[src/gffl_ram.sv]
// Generic single-port-write, single-port-read RAM with registered read data.
module gffl_ram #(
   parameter int WIDTH = 8,
   parameter int DEPTH = 256
) (
   input  logic                     clock,
   input  logic                     we,
   input  logic [$clog2(DEPTH)-1:0] waddr,
   input  logic [WIDTH-1:0]         wdata,
   input  logic [$clog2(DEPTH)-1:0] raddr,
   output logic [WIDTH-1:0]         rdata
);

   logic [WIDTH-1:0] mem [DEPTH];
   logic [WIDTH-1:0] rdata_ff;

   always_ff @(posedge clock) begin
      if (we) begin
         mem[waddr] <= wdata;
      end
      rdata_ff <= mem[raddr];
   end

   assign rdata = rdata_ff;

endmodule

[config.mk]
export PLATFORM = sky130hd
export DESIGN_NAME = gffl_ram
export DESIGN_NICKNAME = d
export VERILOG_FILES = /design/src/gffl_ram.sv
export SDC_FILE = /design/constraint.sdc
export NUM_CORES = 2
export LEC_CHECK = 0
export BUFFER_PORTS_ARGS = -buffer_cell sky130_fd_sc_hd__buf_2
export CAP_MARGIN = 20
export CORE_ASPECT_RATIO = 1.75
export CORE_UTILIZATION = 38
export DETAILED_ROUTE_END_ITERATION = 8
export GPL_TIMING_DRIVEN = 0
export PLACE_DENSITY_LB_ADDON = 0.12
export REMOVE_ABC_BUFFERS = 1
export SETUP_SLACK_MARGIN = 0.5
export SLEW_MARGIN = 20
export SYNTH_ARGS = -nofsm -noshare
export SYNTH_HDL_FRONTEND = slang
export SYNTH_SLANG_ARGS = --single-unit
[constraint.sdc]
create_clock -name clock -period 6.5 [get_ports clock]
set_clock_uncertainty 0.05 [all_clocks]
set_input_delay 0.325 -clock clock [delete_from_list [all_inputs] [get_ports clock]]
set_output_delay 0.325 -clock clock [all_outputs]
set_load 0.02 [all_outputs]
* Word-level counts from Yosys, hierarchy flattened
Memories as Yosys holds them, arrays and structs flattened. A register that Yosys moved wholly into a read port is not among the register bits.
Index checks and enable logic that the tools add are counted.
** Storage, ports and cells
- Flip-flop bits (word level) :: 0
- Memory bits (writable) :: 2048
- Input bits :: 26
- Output and inout port bits :: 8
- Logic and storage cells :: 3
- Memories kept :: 1
** Memories
- mem :: words 256, width 8, read ports 1, clocked after Yosys merged registers in 1, write ports 1, RTL line 14 : logic [WIDTH-1:0] mem [DEPTH];
** Operators by class
- Mux-type cells :: 2
** Operator list (count)
- 1-bit two-way mux :: 2

* Longest topological paths before layout
- Word-level depth :: 2
- Mapped depth :: 11
- Mapped depth without buffers :: 6

* Worst setup path before layout
OpenSTA, ideal clock, no wires.
- Kind :: input-to-reg
- Start point :: input raddr[0]
- End point :: register rdata_ff[2] (netlist: rdata[2]) (read register of mem)
- Setup time :: 131 ps
- Arrival :: 2132 ps
- Required time :: 6319 ps
- Setup slack :: 4187 ps
- Stages :: 9
- Path buffers :: 4
- Cell sequence :: buf_6 > buf_12 > buf_8 > buf_2 > mux4_2 > a22oi_1 > a21oi_1 > nor4_1 > nor4_2
** RTL lines
- start, declared :: RTL line 10 : input logic [$clog2(DEPTH)-1:0] raddr,
- end, declared :: RTL line 15 : logic [WIDTH-1:0] rdata_ff;

==> Implementation_results.wiki <==
{| class="wikitable"
! Metric !! Value
|-
| Outcome || finished, final reports clean
|-
| Fmax || 221 MHz
|-
| Startpoint of the worst register-to-register path || mem[76][7]$_DFFE_PP_
|-
| Cell at the slowest stage of the critical path || nor4_1
|-
| Final hold vios || 0
|-
| Startpoint class of the critical path || primary input
|-
| Top library cells by usage in the layout, fill and taps aside || edfxtp_1 (2048), mux4_2 (454), nor2_1 (279)
|-
| Average cell area after synthesis || roughly 21 sq um
|-
| Launch point of the worst hold path || waddr[1]
|-
| Area of the mapped netlist || 79600 sq um
|-
| Post-synthesis sequential area ratio || roughly 78%
|-
| Count of input and output buffers || 33
|-
| Post-DP HPWL || ~140000 um
|-
| Peak supply drop || 0.257 mV
|-
| DIE AREA || ~210000 sq um
|-
| Overflow left after global routing || 0
|-
| Combined flip-flop and latch cell area || 61700 sq um
|-
| Setup TNS || 0 ns
|-
| End of the worst register-to-register path || rdata[7]$_DFF_P_
|-
| Total number of nets in the final design || 3836
|-
| Max-slew violation total from the final report || 0
|-
| Largest net degree at the start of global routing || 121
|-
| Clock transition at the register clock pins on the worst setup and hold paths after CTS || approximately 0.07 ns
|-
| Data arrival time of the critical path || 5.12 ns
|-
| Most common library cell in the layout ignoring fill and taps || edfxtp_1
|-
| Leakage dissipation || 27.1 nW
|-
| Worst-path cell chain || buf_8 > buf_16 > buf_16 > buf_16 > buf_16 > nand3b_1 > o22ai_1 > o21ai_0 > nand3_1 > nor4_2 > buf_4 > nor4_1
|-
| Rows || 221
|-
| Clock H-tree levels || 4
|-
| Critical path startpoint || raddr[1]
|-
| Via-to-Cell Ratio || 5.48
|-
| Total Power Consumption || 26.8 mW
|-
| Clock insertion delay at the later pin of the skew report || 0.85 ns
|-
| Detailed-route via count || 36916
|-
| I/O pins || 34
|-
| Category of the worst setup path capture point || register
|-
| Via count of the first global-routing pass || between 30000 and 40000
|-
| Antenna Nets Post-Route || 0
|-
| Starting utilization of the core area || 38.3%
|-
| Number of enable-type register cells in the synthesized netlist || 2048
|-
| Total of endpoints with negative setup slack in the final report || 0
|-
| Worst min-delay path class || in -> reg
|-
| Startpoint-to-endpoint class of the critical path || in -> reg
|-
| Flop2flop setup slack || between 3 and 4 ns
|-
| Total CTS buffers || 190
|-
| Worst path depth || 12
|-
| Fraction of final layout cells with drive strength greater than 1 || 21.9%
|-
| Util after Layout || 43.1%
|-
| CP endpoint || rdata[7]$_DFF_P_
|-
| Area of the core || 208000 sq um
|-
| Wire length of the first global-routing pass || between 300000 and 400000 um
|-
| Relative max-transition margin || 26.4%
|-
| Filler Cell Count || 17915
|-
| Post-Syn Instances || 3733
|-
| TritonCTS clock tree || done
|-
| Number of detailed-route iterations in the first pass || 5
|-
| Die boundary width || 348 um
|-
| Longest Clk Path Bufs || 4
|-
| Number of antenna violations at the first check in global routing || 13
|-
| Top cell family by delay on the critical path || buffers and inverters
|-
| Worst stage delay on the critical path || 0.81 ns
|-
| Setup repair after global routing missed its margin || no
|-
| Top_reg_cell synth || edfxtp_1
|-
| WL per Instance || 31.4 um
|-
| Most common cell type on the critical path || buf_16
|-
| Routability congestion estimate || ~0.80
|-
| Chip height || 607 um
|-
| CP Max Fanout || between 70 and 80
|-
| WP buf/inv || 6
|-
| Number of storage elements in the synthesis netlist || 2056
|-
| Combined area of the multi-input logic cells || around 17000 sq um
|-
| Clk Tree Root Cell || clkbuf_16
|-
| Minimum clock period after layout || 4.53 ns
|-
| Slew @ Worst Pin || 1.10 ns
|-
| Count of cell types in the netlist || between 50 and 60
|-
| Post-Route WL || 212000 um
|-
| Clock sink total || 2056
|-
| Number of warnings issued by yosys || 0
|-
| GR Util All Layers || 20.1%
|-
| Final period utilization || 69.7%
|-
| Count of cells along the worst register-to-register path || 6
|-
| Quantity of gates resized following cts || 0
|-
| Number of maximum-capacitance violations || 0
|-
| Power density over the cells || 300 nW/um^2
|-
| Share of flip-flops with an asynchronous set or reset || 0%
|-
| Data required time of the critical path || about 7.1 ns
|-
| First DRT Iteration DRCs || 2910
|-
| Post-route DRC || 0
|-
| Area growth syn-to-layout || 12.6%
|-
| Hold path cells || 3
|}
==> cells in the mapped netlist (2+ instances only) <==
cell type     n  area share (%)
mux4_1        2           0.066
a221oi_1     13            0.14
clkbuf_1    111            0.52
o22ai_1      28            0.22
mux2i_1     134             1.7
a31oi_1       2           0.016
nor4_2        3           0.047
o32ai_1       4           0.044
a22oi_1     133             1.3
buf_2        31            0.20
a311oi_1      2           0.022
and2_1        6           0.047
mux4_2      454              13
o211ai_1     10           0.094
a21oi_1      96            0.60
buf_12        8            0.20
and3b_1       2           0.022
or2_2         4           0.031
o22a_1        5           0.055
nor4_1       24            0.19
nand2b_1      8           0.063
nor3_1       22            0.14
nand4_1      10           0.079
nand3b_1      2           0.019
o21ai_1       2           0.013
buf_1        22            0.10
buf_8        13            0.25
edfxtp_1   2048              77
buf_6        21            0.30
o21ai_0      10           0.063
a22o_1        8           0.088
dfxtp_1       8            0.20
nor2_1      282             1.3
buf_4        27            0.25
o221ai_1     46            0.51
nor2b_1      31            0.24
a2111oi_1     2           0.025
nand2_1      33            0.16
nand3_1      34            0.21
a2111oi_0     2           0.022
a211oi_1     16            0.15
==> through the flow <==
step	setup slack (ns)	cell area (sq um)	hold WS, ns	instances
final	1.97	89600	0.183	6739
after CTS	1.96	89600	0.145	6736
after floorplan	3.72	78100	0.374	3500
after global placement	-15.75	81800	0.697	6320
after detailed placement	1.09	83700	0.664	6397
after global routing	1.83	89600	0.233	6738
==> power breakdown <==
group,switching (mW),internal [mW]
Clock,4.84,5.97
Combinational,0.921,0.480
Sequential,0.0122,14.6
Total,5.77,21.1
==> cells by family (layout without fill, tap and decap cells) <==
| group | Yosys count | count (layout) | share of synthesized area (%) |
|---|---|---|---|
| other cells | 0 | 3 | 0 |
| compound gates | 385 | 385 | 3.42 |
| buf+inv | 235 | 451 | 1.83 |
| flops | 2056 | 2056 | 77.5 |
| simple gates | 466 | 466 | 2.63 |
| mux | 591 | 591 | 14.6 |
==> final cells by class <==
| class | instances | share of cell area, % |
|---|---|---|
| Sequential cell | 2056 | 68.8 |
| Multi-Input combinational cell | 1442 | 18.6 |
| Clock buffer | 248 | 5.68 |
| Tap cell | 2787 | 3.89 |
| Timing Repair Buffer | 118 | 2.15 |
| Clock inverter | 83 | 0.778 |
| Inverter | 2 | 0.00978 |
| Antenna cell | 3 | 0.00838 |
==> worst min-delay path, cell delays in order <==
cell	delay (ns)
buf_2	0.16
nand3_1	0.16
nor2_1	0.21
==> how the worst min path moves through the flow <==
stage	slack, ns	end
after floorplan	0.37	mem[0][0]$_DFFE_PP_
after global placement	0.70	rdata[7]
after detailed placement	0.66	mem[224][2]$_DFFE_PP_
after CTS	0.14	mem[203][3]$_DFFE_PP_
after global routing	0.23	mem[203][3]$_DFFE_PP_
final	0.18	mem[203][3]$_DFFE_PP_
==> per-layer routing <==
metal	up-vias	GRT usage [%]	routed length [um]
li1	15826	-	-
met1	20015	23.7	79300
met2	811	37.8	118000
met3	260	2.21	7850
met4	4	6.20	6400
met5	-	0	20
==> registers in the layout, indices dropped and copies added, names as in the netlist <==
signal	count
mem	2048
rdata	8
==> what timing repair did <==
action	4_1_cts	5_1_grt
hold endpoints to repair	401	0
hold buffers	8	0
setup buffers	0	0
Note: power is estimated with default switching activity, not from simulation.
